--- config.mk ---
export PLATFORM = sky130hd
export DESIGN_NAME = csv_line_field_tokenizer_flat
export DESIGN_NICKNAME = d
export VERILOG_FILES = /design/src/rtl/clft_pkg.sv /design/src/rtl/clft_if.sv /design/src/rtl/clft_cfg_regs.sv /design/src/rtl/clft_in_stage.sv /design/src/rtl/clft_parser.sv /design/src/rtl/clft_out_stage.sv /design/src/rtl/csv_line_field_tokenizer.sv /design/src/flat_wrapper.sv
export SDC_FILE = /design/constraint.sdc
export NUM_CORES = 1
export LEC_CHECK = 0
export BUFFER_PORTS_ARGS = -buffer_cell sky130_fd_sc_hd__clkbuf_2
export CAP_MARGIN = 0
export CORE_ASPECT_RATIO = 0.75
export CORE_MARGIN = 2
export CORE_UTILIZATION = 40
export DETAILED_ROUTE_END_ITERATION = 16
export PLACE_DENSITY = 0.61
export SETUP_SLACK_MARGIN = 0.2
export SYNTH_ARGS = -nofsm -noshare
export SYNTH_HDL_FRONTEND = slang
export SYNTH_HIERARCHICAL = 1
export SYNTH_SLANG_ARGS = --single-unit
--- constraint.sdc ---
create_clock -name clk_i -period 5 [get_ports clk_i]
set_input_delay 0 -clock clk_i [delete_from_list [all_inputs] [get_ports clk_i]]
set_output_delay 0 -clock clk_i [all_outputs]
set_load 0.005 [all_outputs]
--- src/rtl/clft_pkg.sv ---
// shared types and constants of the csv line and field tokenizer
package clft_pkg;

  localparam int unsigned LINE_LENGTH_LIMIT = 4095;

  localparam int unsigned CAP_W   = 12;
  localparam int unsigned FIELD_W = 4;
  localparam int unsigned LINE_W  = 16;
  localparam int unsigned BYTE_W  = 8;
  localparam int unsigned INDEX_W = 4;

  localparam logic [BYTE_W-1:0] CH_QUOTE = 8'h22;
  localparam logic [BYTE_W-1:0] CH_COMMA = 8'h2C;
  localparam logic [BYTE_W-1:0] CH_LF    = 8'h0A;
  localparam logic [BYTE_W-1:0] CH_CR    = 8'h0D;

  localparam logic [FIELD_W-1:0] FIELD_MAX = '1;

  localparam logic [CAP_W-1:0]   LINE_CAPACITY_RST = 12'd255;
  localparam logic [FIELD_W-1:0] FIELD_LIMIT_RST   = 4'd2;

  typedef enum logic [INDEX_W-1:0] {
    REG_LINE_CAPACITY = 4'd0,
    REG_FIELD_LIMIT   = 4'd1
  } cfg_reg_e;

  typedef enum logic [1:0] {
    ITEM_CONTENT   = 2'd0,
    ITEM_FIELD_END = 2'd1,
    ITEM_LINE_END  = 2'd2
  } item_type_e;

  typedef enum logic {
    KIND_DATA = 1'b0,
    KIND_END  = 1'b1
  } kind_e;

  typedef struct packed {
    logic [CAP_W-1:0]   line_capacity;
    logic [FIELD_W-1:0] field_limit;
  } cfg_t;

  typedef struct packed {
    logic              kind;
    logic [BYTE_W-1:0] byte_value;
  } in_item_t;

  typedef struct packed {
    item_type_e         item_type;
    logic [BYTE_W-1:0]  out_byte;
    logic [FIELD_W-1:0] field_number;
    logic [LINE_W-1:0]  line_number;
    logic               field_over_limit;
    logic               line_truncated;
  } result_t;

endpackage

--- src/rtl/clft_if.sv ---
// channel interfaces of the csv line and field tokenizer
interface clft_in_if;
  logic       valid;
  logic       ready;
  logic       kind;
  logic [7:0] byte_value;

  modport source (output valid, kind, byte_value, input ready);
  modport sink (input valid, kind, byte_value, output ready);
endinterface

interface clft_out_if;
  logic        valid;
  logic        ready;
  logic [1:0]  item_type;
  logic [7:0]  out_byte;
  logic [3:0]  field_number;
  logic [15:0] line_number;
  logic        field_over_limit;
  logic        line_truncated;

  modport source (output valid, item_type, out_byte, field_number, line_number,
                  field_over_limit, line_truncated, input ready);
  modport sink (input valid, item_type, out_byte, field_number, line_number,
                field_over_limit, line_truncated, output ready);
endinterface

interface clft_cfg_if;
  logic        valid;
  logic        ready;
  logic [3:0]  index;
  logic [11:0] data;

  modport source (output valid, index, data, input ready);
  modport sink (input valid, index, data, output ready);
endinterface

--- src/rtl/clft_cfg_regs.sv ---
// configuration registers: line capacity and field limit
module clft_cfg_regs (
  input  logic           clk_i,
  input  logic           rst_ni,
  clft_cfg_if.sink       cfg_i,
  output clft_pkg::cfg_t cfg_o
);

  clft_pkg::cfg_t cfg_q, cfg_d;
  logic           wr;

  assign cfg_i.ready = 1'b1;
  assign wr          = cfg_i.valid && cfg_i.ready;

  always_comb begin
    cfg_d = cfg_q;
    if (wr) begin
      if (cfg_i.index == clft_pkg::REG_LINE_CAPACITY) begin
        cfg_d.line_capacity = cfg_i.data;
      end else if (cfg_i.index == clft_pkg::REG_FIELD_LIMIT) begin
        cfg_d.field_limit = cfg_i.data[clft_pkg::FIELD_W-1:0];
      end
    end
  end

  always_ff @(posedge clk_i or negedge rst_ni) begin
    if (!rst_ni) begin
      cfg_q.line_capacity <= clft_pkg::LINE_CAPACITY_RST;
      cfg_q.field_limit   <= clft_pkg::FIELD_LIMIT_RST;
    end else begin
      cfg_q <= cfg_d;
    end
  end

  assign cfg_o = cfg_q;

endmodule

--- src/rtl/clft_in_stage.sv ---
// input register holding one accepted byte transaction
module clft_in_stage (
  input  logic               clk_i,
  input  logic               rst_ni,
  clft_in_if.sink            in_i,
  input  logic               take_i,
  output logic               valid_o,
  output clft_pkg::in_item_t item_o
);

  logic               valid_q, valid_d;
  clft_pkg::in_item_t item_q;
  logic               acc;

  assign in_i.ready = !valid_q || take_i;
  assign acc        = in_i.valid && in_i.ready;

  always_comb begin
    valid_d = valid_q;
    if (acc) begin
      valid_d = 1'b1;
    end else if (take_i) begin
      valid_d = 1'b0;
    end
  end

  always_ff @(posedge clk_i or negedge rst_ni) begin
    if (!rst_ni) begin
      valid_q <= 1'b0;
    end else begin
      valid_q <= valid_d;
    end
  end

  always_ff @(posedge clk_i) begin
    if (acc) begin
      item_q.kind       <= in_i.kind;
      item_q.byte_value <= in_i.byte_value;
    end
  end

  assign valid_o = valid_q;
  assign item_o  = item_q;

endmodule

--- src/rtl/clft_parser.sv ---
// line and field state with the per-byte tokenizing logic
module clft_parser (
  input  logic               clk_i,
  input  logic               rst_ni,
  input  clft_pkg::cfg_t     cfg_i,
  input  logic               valid_i,
  input  clft_pkg::in_item_t item_i,
  input  logic               free_i,
  output logic               take_o,
  output logic               load_o,
  output clft_pkg::result_t  res_o
);

  logic                           quoted_q, quoted_d;
  logic                           closed_q, closed_d;
  logic                           pending_q, pending_d;
  logic                           trunc_q, trunc_d;
  logic [clft_pkg::CAP_W-1:0]     raw_q, raw_d;
  logic [clft_pkg::FIELD_W-1:0]   field_q, field_d;
  logic [clft_pkg::LINE_W-1:0]    line_q, line_d;
  logic [clft_pkg::CAP_W-1:0]     cap;
  logic                           is_eol;
  logic                           res_valid;
  clft_pkg::item_type_e           res_type;
  logic [clft_pkg::BYTE_W-1:0]    res_byte;

  assign cap = (32'(cfg_i.line_capacity) > clft_pkg::LINE_LENGTH_LIMIT)
             ? clft_pkg::CAP_W'(clft_pkg::LINE_LENGTH_LIMIT) : cfg_i.line_capacity;

  assign is_eol = (item_i.kind == clft_pkg::KIND_END)
               || (item_i.byte_value == clft_pkg::CH_LF)
               || (item_i.byte_value == clft_pkg::CH_CR);

  always_comb begin
    quoted_d  = quoted_q;
    closed_d  = closed_q;
    pending_d = pending_q;
    trunc_d   = trunc_q;
    raw_d     = raw_q;
    field_d   = field_q;
    line_d    = line_q;
    res_valid = 1'b0;
    res_type  = clft_pkg::ITEM_CONTENT;
    res_byte  = '0;
    if (is_eol) begin
      if (pending_q) begin
        res_valid = 1'b1;
        res_type  = clft_pkg::ITEM_LINE_END;
        quoted_d  = 1'b0;
        closed_d  = 1'b0;
        pending_d = 1'b0;
        trunc_d   = 1'b0;
        raw_d     = '0;
        field_d   = '0;
        line_d    = line_q + 1'b1;
      end
    end else begin
      pending_d = 1'b1;
      if (raw_q >= cap) begin
        trunc_d = 1'b1;
      end else begin
        raw_d = raw_q + 1'b1;
        if (item_i.byte_value == clft_pkg::CH_QUOTE) begin
          closed_d = quoted_q;
          quoted_d = !quoted_q;
          if (closed_q) begin
            res_valid = 1'b1;
            res_byte  = item_i.byte_value;
          end
        end else begin
          closed_d = 1'b0;
          res_valid = 1'b1;
          if (item_i.byte_value == clft_pkg::CH_COMMA && !quoted_q) begin
            res_type = clft_pkg::ITEM_FIELD_END;
            if (field_q != clft_pkg::FIELD_MAX) begin
              field_d = field_q + 1'b1;
            end
          end else begin
            res_byte = item_i.byte_value;
          end
        end
      end
    end
  end

  // an item with a result waits for room in the output register
  assign take_o = valid_i && (!res_valid || free_i);
  assign load_o = take_o && res_valid;

  always_comb begin
    res_o.item_type        = res_type;
    res_o.out_byte         = res_byte;
    res_o.field_number     = field_q;
    res_o.line_number      = line_q;
    res_o.field_over_limit = field_q >= cfg_i.field_limit;
    res_o.line_truncated   = trunc_q;
  end

  always_ff @(posedge clk_i or negedge rst_ni) begin
    if (!rst_ni) begin
      quoted_q  <= 1'b0;
      closed_q  <= 1'b0;
      pending_q <= 1'b0;
      trunc_q   <= 1'b0;
      raw_q     <= '0;
      field_q   <= '0;
      line_q    <= '0;
    end else if (take_o) begin
      quoted_q  <= quoted_d;
      closed_q  <= closed_d;
      pending_q <= pending_d;
      trunc_q   <= trunc_d;
      raw_q     <= raw_d;
      field_q   <= field_d;
      line_q    <= line_d;
    end
  end

endmodule

--- src/rtl/clft_out_stage.sv ---
// output register holding one result transaction
module clft_out_stage (
  input  logic              clk_i,
  input  logic              rst_ni,
  input  logic              load_i,
  input  clft_pkg::result_t res_i,
  output logic              free_o,
  clft_out_if.source        out_o
);

  logic              valid_q, valid_d;
  clft_pkg::result_t res_q;

  assign free_o = !valid_q || out_o.ready;

  always_comb begin
    valid_d = valid_q;
    if (load_i) begin
      valid_d = 1'b1;
    end else if (out_o.ready) begin
      valid_d = 1'b0;
    end
  end

  always_ff @(posedge clk_i or negedge rst_ni) begin
    if (!rst_ni) begin
      valid_q <= 1'b0;
    end else begin
      valid_q <= valid_d;
    end
  end

  always_ff @(posedge clk_i) begin
    if (load_i) begin
      res_q <= res_i;
    end
  end

  assign out_o.valid            = valid_q;
  assign out_o.item_type        = res_q.item_type;
  assign out_o.out_byte         = res_q.out_byte;
  assign out_o.field_number     = res_q.field_number;
  assign out_o.line_number      = res_q.line_number;
  assign out_o.field_over_limit = res_q.field_over_limit;
  assign out_o.line_truncated   = res_q.line_truncated;

endmodule

--- src/rtl/csv_line_field_tokenizer.sv ---
// Splits a stream of CSV text bytes into content characters, end-of-field and
// end-of-line transactions tagged with field and line numbers. One byte
// transaction is taken every cycle as long as the result side keeps up; a
// byte passes an input register, the tokenizing logic and an output register,
// and its result waits in the output register until it is taken. The rate
// is set only by the output register: a waiting result stalls the next byte
// that produces one. Configuration registers: index 0 line capacity, index 1
// field limit; write them only while no byte is in flight.
module csv_line_field_tokenizer (
  input  logic        clk_i,
  input  logic        rst_ni,
  clft_cfg_if.sink    cfg_i,
  clft_in_if.sink     in_i,
  clft_out_if.source  out_o
);

  clft_pkg::cfg_t     cfg;
  clft_pkg::in_item_t item;
  clft_pkg::result_t  res;
  logic               item_valid;
  logic               take;
  logic               load;
  logic               free;

  clft_cfg_regs u_cfg_regs (
    .clk_i  (clk_i),
    .rst_ni (rst_ni),
    .cfg_i  (cfg_i),
    .cfg_o  (cfg)
  );

  clft_in_stage u_in_stage (
    .clk_i   (clk_i),
    .rst_ni  (rst_ni),
    .in_i    (in_i),
    .take_i  (take),
    .valid_o (item_valid),
    .item_o  (item)
  );

  clft_parser u_parser (
    .clk_i   (clk_i),
    .rst_ni  (rst_ni),
    .cfg_i   (cfg),
    .valid_i (item_valid),
    .item_i  (item),
    .free_i  (free),
    .take_o  (take),
    .load_o  (load),
    .res_o   (res)
  );

  clft_out_stage u_out_stage (
    .clk_i  (clk_i),
    .rst_ni (rst_ni),
    .load_i (load),
    .res_i  (res),
    .free_o (free),
    .out_o  (out_o)
  );

`ifndef SYNTHESIS
  a_no_overwrite: assert property (@(posedge clk_i) disable iff (!rst_ni)
    load |-> free)
    else $error("result loaded while output register busy");

  a_item_kept: assert property (@(posedge clk_i) disable iff (!rst_ni)
    item_valid && !take |=> item_valid && $stable(item))
    else $error("held input transaction lost or changed");

  a_marker_byte: assert property (@(posedge clk_i) disable iff (!rst_ni)
    out_o.valid && out_o.item_type != clft_pkg::ITEM_CONTENT |->
      out_o.out_byte == '0 && (out_o.item_type == clft_pkg::ITEM_FIELD_END ||
                               out_o.item_type == clft_pkg::ITEM_LINE_END))
    else $error("marker transaction with bad type or nonzero byte");
`endif

endmodule
--- src/flat_wrapper.sv ---
// flat-port wrapper written by rule: the top's interface ports become plain ports
module csv_line_field_tokenizer_flat 
  (clk_i, rst_ni, cfg_i_valid, cfg_i_index, cfg_i_data, cfg_i_ready, in_i_valid, in_i_kind, in_i_byte_value, in_i_ready, out_o_valid, out_o_item_type, out_o_out_byte, out_o_field_number, out_o_line_number, out_o_field_over_limit, out_o_line_truncated, out_o_ready);
  clft_cfg_if cfg_i_i ();
  clft_in_if in_i_i ();
  clft_out_if out_o_i ();
  input  logic clk_i;
  input  logic rst_ni;
  input wire logic [$bits(cfg_i_i.valid)-1:0] cfg_i_valid;
  input wire logic [$bits(cfg_i_i.index)-1:0] cfg_i_index;
  input wire logic [$bits(cfg_i_i.data)-1:0] cfg_i_data;
  output wire logic [$bits(cfg_i_i.ready)-1:0] cfg_i_ready;
  input wire logic [$bits(in_i_i.valid)-1:0] in_i_valid;
  input wire logic [$bits(in_i_i.kind)-1:0] in_i_kind;
  input wire logic [$bits(in_i_i.byte_value)-1:0] in_i_byte_value;
  output wire logic [$bits(in_i_i.ready)-1:0] in_i_ready;
  output wire logic [$bits(out_o_i.valid)-1:0] out_o_valid;
  output wire logic [$bits(out_o_i.item_type)-1:0] out_o_item_type;
  output wire logic [$bits(out_o_i.out_byte)-1:0] out_o_out_byte;
  output wire logic [$bits(out_o_i.field_number)-1:0] out_o_field_number;
  output wire logic [$bits(out_o_i.line_number)-1:0] out_o_line_number;
  output wire logic [$bits(out_o_i.field_over_limit)-1:0] out_o_field_over_limit;
  output wire logic [$bits(out_o_i.line_truncated)-1:0] out_o_line_truncated;
  input wire logic [$bits(out_o_i.ready)-1:0] out_o_ready;
  assign cfg_i_i.valid = cfg_i_valid;
  assign cfg_i_i.index = cfg_i_index;
  assign cfg_i_i.data = cfg_i_data;
  assign cfg_i_ready = cfg_i_i.ready;
  assign in_i_i.valid = in_i_valid;
  assign in_i_i.kind = in_i_kind;
  assign in_i_i.byte_value = in_i_byte_value;
  assign in_i_ready = in_i_i.ready;
  assign out_o_valid = out_o_i.valid;
  assign out_o_item_type = out_o_i.item_type;
  assign out_o_out_byte = out_o_i.out_byte;
  assign out_o_field_number = out_o_i.field_number;
  assign out_o_line_number = out_o_i.line_number;
  assign out_o_field_over_limit = out_o_i.field_over_limit;
  assign out_o_line_truncated = out_o_i.line_truncated;
  assign out_o_i.ready = out_o_ready;
  csv_line_field_tokenizer u_core (.clk_i(clk_i), .rst_ni(rst_ni), .cfg_i(cfg_i_i), .in_i(in_i_i), .out_o(out_o_i));
endmodule
* Word-level counts from Yosys, hierarchy flattened
Index checks and enable logic that the tools add are counted.
Cells by class: multiplexer cells 36, add/subtract/negate cells 3, eq/ne operators 9, bitwise logic cells 1, order comparisons 2, reduce and logical (&&, ||, !) cells 28
Operator list (number):
- 12-bit two-way mux | 3
- 4-bit two-way mux | 6
- 8-bit two-way mux | 3
- 1-bit two-way mux | 22
- 16-bit by 1-bit adder with 16-bit output, second input constant | 1
- 8-bit by 4-bit equality test with 1-bit output, second input constant | 2
- 8-bit by 6-bit equality test with 1-bit output, second input constant | 2
- 12-bit by 1-bit adder with 12-bit output, second input constant | 1
- 12-bit greater-or-equal comparator | 1
- 3-bit AND reduction | 4
- 2-bit nonzero test | 6
- 2-bit inequality test, second input constant | 3
- 6-bit AND reduction | 1
- 1-bit logical OR | 5
- 4-bit by 1-bit adder with 4-bit output, second input constant | 1
- 4-bit by 1-bit equality test with 1-bit output, second input constant | 1
- 4-bit greater-or-equal comparator | 1
- 1-bit logical AND | 4
- 1-bit zero test | 4
- 4-bit zero test | 1
- 2-bit two-way mux | 2
- 4-bit inequality test, second input constant | 1
- 4-bit AND reduction | 1
- 2-bit AND reduction | 1
- 2 further kinds | 2
Storage, ports and cells: output and inout port bits 35, flip-flop bits (word level) 95

* Depth between registers and ports, before layout
depth after elaboration 10, depth in mapped cells 10, depth with buffers taken out 10

* By module
Netlist, hierarchy kept.
By module, submodules not included:
- clft_parser | times used 1, area an instance 2555.0 µm², cells an instance 270
- clft_out_stage | times used 1, area an instance 1008.5 µm², cells an instance 35
- clft_cfg_regs | times used 1, area an instance 663.1 µm², cells an instance 38
- clft_in_stage | times used 1, area an instance 324.1 µm², cells an instance 13

* Worst setup path after synthesis
Ideal clock, no wire load.
path type reg-to-reg, from register u_core.u_cfg_regs.cfg_q, in the netlist u_core/u_cfg_regs/cfg_o[4], to register u_core.u_out_stage.res_q, in the netlist u_core/u_out_stage/out_o.field_number[0] (enable), library setup time 0.377 ns, arrival time 2.567 ns, buffers on the path 1, data required time 4.623 ns, path slack 2.056 ns, stages on the path, launching flop included 9, cell sequence dfstp_2 > ha_1 > nand2b_1 > a2111o_1 > a21oi_4 > o21ai_1 > clkbuf_1 > nor3_2 > o21ba_2
On the way: word-level cells in the longest chain between the ends 7
Ends and longest elaborated chain:
- from (decl) | line clft_cfg_regs.sv:9 | clft_pkg::cfg_t cfg_q, cfg_d;
- from (signal assigned) | line clft_cfg_regs.sv:31 | cfg_q <= cfg_d;
- 12-bit greater-or-equal comparator (*) | line clft_parser.sv:59 | if (raw_q >= cap) begin
- 1-bit two-way mux (*) | line clft_parser.sv:59
- 1-bit two-way mux (*) | line clft_parser.sv:45 | if (is_eol) begin
- 1-bit zero test | line clft_parser.sv:87 | assign take_o = valid_i && (!res_valid || free_i);
- 1-bit logical OR | line clft_parser.sv:87
- 1-bit logical AND | line clft_parser.sv:87
- 1-bit logical AND (*) | line clft_parser.sv:88 | assign load_o = take_o && res_valid;
- named net u_core.load | line csv_line_field_tokenizer.sv:22 | logic load;
- to (signal assigned) | line clft_out_stage.sv:35 | res_q <= res_i;
- to (decl) | line clft_out_stage.sv:12 | clft_pkg::result_t res_q;
Mark *: on every way through the listed nets, which the timed path passes. The rest lies on a longest branch. A chain may end at the register's enable or synchronous reset.

* Worst setup path after layout
from register u_core.u_cfg_regs.cfg_q, in the netlist u_core/u_cfg_regs/cfg_o[4], to register u_core.u_out_stage.res_q, in the netlist u_core/u_out_stage/out_o.line_truncated (enable)
Same word-level chain as after synthesis.

==> run_results.csv <==
group,metric,value,unit
status,status,"finished clean",
sta,relSlewSlack,43.82,%
yosys,ys_ff_latch,95,
layout,drive_gt1_share,27.90,%
placed_design,place_area,4989,um^2
hold_path,worst_hold_path_type,"in -> reg",
yosys,synth_cell_type_count,59,
job,drv_cap,0,
clock_network,cts.clk_slew.worst_paths,70,ps
yosys,avgSynthCellArea,12.78,um^2
die,core,11020,um^2
routing,route.detailed.wl_per_inst,15.34,um
hold_path,holdPathStages,3,
clock_network,cts_made_buffers,9,
layout,fin_nets,492,
critical_path,rrSetupSlack,1640,ps
grt,track_usage,15.66,%
clock_network,cts_tree,"yes",
critical_path,startpoint_type,"register",
yosys,ys_warn_count,6,
grt,grt_pass1_wl,14800,um
layout,antenna_cells,0,
critical_path,critPathKind,"reg -> reg",
clock_network,cts-root-buf,"clkbuf_16",
sta,worst_pin_slew,837.1,ps
clock_network,cts_hold_buffers,24,
yosys,ys.flop_type,"dfrtp_1",
die,die_y,96.37,um
yosys,synth_edf_count,41,
grt,grt-ovfl-total,0,
grt,grt_pass1_vias,2860,
clock_network,cts.repair.resized,0,
sta,clock.fmax,0.2977,GHz
clock_network,htree_num_levels,3,
critical_path,reg2reg_to,"u_core/u_out_stage/out_o.line_truncated$_DFFE_PP_",
die,rows,33,
sta,finalSetupViolCount,0,
die,die_area,12250,um^2
power,ir_worst_vdd,0.1927,mV
die,fp.dieW,127.2,um
yosys,netlist_area,4551,um^2
placed_design,io_buffers,63,
sta,drv_slew,0,
clock_network,clock_latency,350,ps
yosys,synth_fp_nets,405,
placed_design,hpwl,6273,um
power,finalPower,2.400,mW
grt,met1_usage,22.62,%
critical_path,reg2reg_from,"u_core/u_cfg_regs/cfg_o[4]$_DFFE_PN1P_",
critical_path,reg2reg_depth,7,
critical_path,worstPathArrival,3340,ps
layout,final_cell_mix,"clkbuf_2 (63), dfrtp_1 (45), edfxtp_1 (41), inv_1 (28), dlygate4sd3_1 (24)",
die,initial_core_util,41.28,%
placed_design,gp_congestion,0.8294,
routing,drc,0,
placed_design,post-place-cells,548,
hold_path,hp-start,"cfg_i_index[2]",
critical_path,cp-end-kind,"register",
sta,layout_setup_ws,1641,ps
hold_path,hold_path_end,"u_core/u_cfg_regs/cfg_o[0]$_DFFE_PN0P_",
layout,final_common_cell,"clkbuf_2",
clock_network,clkSinkCount,95,
yosys,syn_inst,356,
grt,use_met2,22.98,%
critical_path,cp_max_fo,33,
routing,drt_iter0_drc,172,
layout,syn_to_final_growth,21.20,%
layout,final_cells,588,
yosys,async_reset_ff_share,56.84,%
routing,first_pass_iters,4,
power,leakage,2.459,nW
grt,grt_max_degree,55,
layout,postLayoutCellArea,5515,um^2
sta,period_minus_slack,3359,ps
sta,skew,7.406,ps
routing,ant_nets,0,
die,io_pins,65,
placed_design,pre_cts_slack,1621,ps
clock_network,cts_buffer_depth,2,
sta,fin_crit_sh,67.18,%
sta,rsz0062_at_grt,"false",
clock_network,post-cts-setup-buffers,0,
grt,met3_usage,4.130,%
grt,gr-max-usage-layer,"met2",
grt,antenna_found_initial,0,
sta,fin_setup_tns,0,ps
critical_path,required,4980,ps
routing,totalWireLength,9020,um
power,powerDensity,435.2,nW/um^2
yosys,yosysSeqAreaShare,57.00,%
routing,vias,3080,
routing,vias_per_cell,5.238,
sta,hold_viol,0,
## worst max-delay path by stage
stage	to	cells after the start	slack, ps	start
floorplan	u_core/u_out_stage/out_o.field_number[0]$_DFFE_PP_	8	2060	u_core/u_cfg_regs/cfg_o[4]$_DFFE_PN1P_
global placement	u_core/u_out_stage/out_o.line_number[3]$_DFFE_PP_	7	1730	u_core/u_cfg_regs/cfg_o[4]$_DFFE_PN1P_
detailed placement	u_core/u_out_stage/out_o.field_over_limit$_DFFE_PP_	7	1620	u_core/u_cfg_regs/cfg_o[4]$_DFFE_PN1P_
CTS	u_core/u_out_stage/out_o.line_number[9]$_DFFE_PP_	7	1620	u_core/u_cfg_regs/cfg_o[4]$_DFFE_PN1P_
global route	u_core/u_out_stage/out_o.line_truncated$_DFFE_PP_	8	1440	u_core/u_parser/raw_q[0]$_DFFE_PN0P_
finish	u_core/u_out_stage/out_o.line_truncated$_DFFE_PP_	7	1640	u_core/u_cfg_regs/cfg_o[4]$_DFFE_PN1P_
## where the power goes
part / total [mW] / leakage (nW) / internal, mW / switching, mW
combinational: 0.555 / 1.24 / 0.259 / 0.296
sequential: 1.18 / 1.08 / 1.04 / 0.145
clock: 0.664 / 0.140 / 0.348 / 0.316
total: 2.40 / 2.46 / 1.64 / 0.757
## flip-flops by register name, summed over array words and instances (netlist names), 2 cells and up
signal / count
u_core/u_parser/line_q: 16
u_core/u_parser/field_q: 4
u_core/u_out_stage/out_o.out_byte: 8
u_core/u_parser/raw_q: 12
u_core/u_out_stage/out_o.item_type: 2
u_core/u_cfg_regs/cfg_o: 16
u_core/u_in_stage/item_o: 9
u_core/u_out_stage/out_o.field_number: 4
u_core/u_out_stage/out_o.line_number: 16
## cell families after synthesis
group / after synthesis / share of synthesized area [%]
fa+ha+maj: 19 / 5.224
mux: 21 / 5.554
other cells: 1 / 0.08241
buf+inv: 41 / 3.794
simple gates: 95 / 13.94
flops: 95 / 57.00
xor+xnor: 16 / 3.080
compound gates: 68 / 11.33
## cell type report
type,instances,area [um^2]
inverter,28,105.1
clock buffer,9,225.2
multi-input combinational,220,1784
clock inverter,7,61.31
tap,140,175.2
fill,961,5509
sequential,95,2594
timing repair buffer,89,570.5
## routing by layer
metal	share of wire [%]	routed length [um]	vias to the layer above
li1	-	-	1499
met1	50	4555	1489
met2	44	3955	80
met3	4.3	386	12
met4	1.4	123	0
met5	0	0	-
## per-stage QoR
step | util [%] | hold WS [ps]
floorplan | - | -295.6
global placement | 45.25 | 176.9
detailed placement | 45.25 | 179.3
CTS | 50.03 | 80.68
global route | 50.03 | 90.03
finish | 50.03 | 96.81
## critical path: stages (launching register included)
cell	delay, ps
dfstp_2	530
ha_1	210
nand2b_1	140
a2111o_1	440
a21oi_4	250
o21ai_1	310
nor3_2	330
o21ba_2	740
## cells in the mapped netlist, types with 3 or more instances
cell type,n,share of area [%]
nor2_1,7,0.58
buf_2,3,0.33
xnor2_1,14,2.7
ha_1,19,5.2
nand4_1,13,1.8
buf_4,4,0.66
or3_1,3,0.41
nand2b_4,3,0.91
mux2_4,5,1.6
nand2_1,8,0.66
o21ai_0,6,0.66
a31oi_1,15,2.1
o21ai_1,5,0.55
and3_1,15,2.1
nor3_1,6,0.66
edfxtp_1,41,27
mux2_2,12,3.0
a21oi_1,8,0.88
dfrtp_1,45,25
inv_1,28,2.3
nor2b_1,5,0.69
nand3_1,8,0.88
o2111ai_1,5,0.96
o2111a_1,4,0.99
a21o_1,8,1.3
a221oi_1,3,0.58
dfstp_2,9,5.2
clkbuf_1,4,0.33
and2_1,7,0.96
nand2b_1,4,0.55
Power figures use the tool's default switching activity.
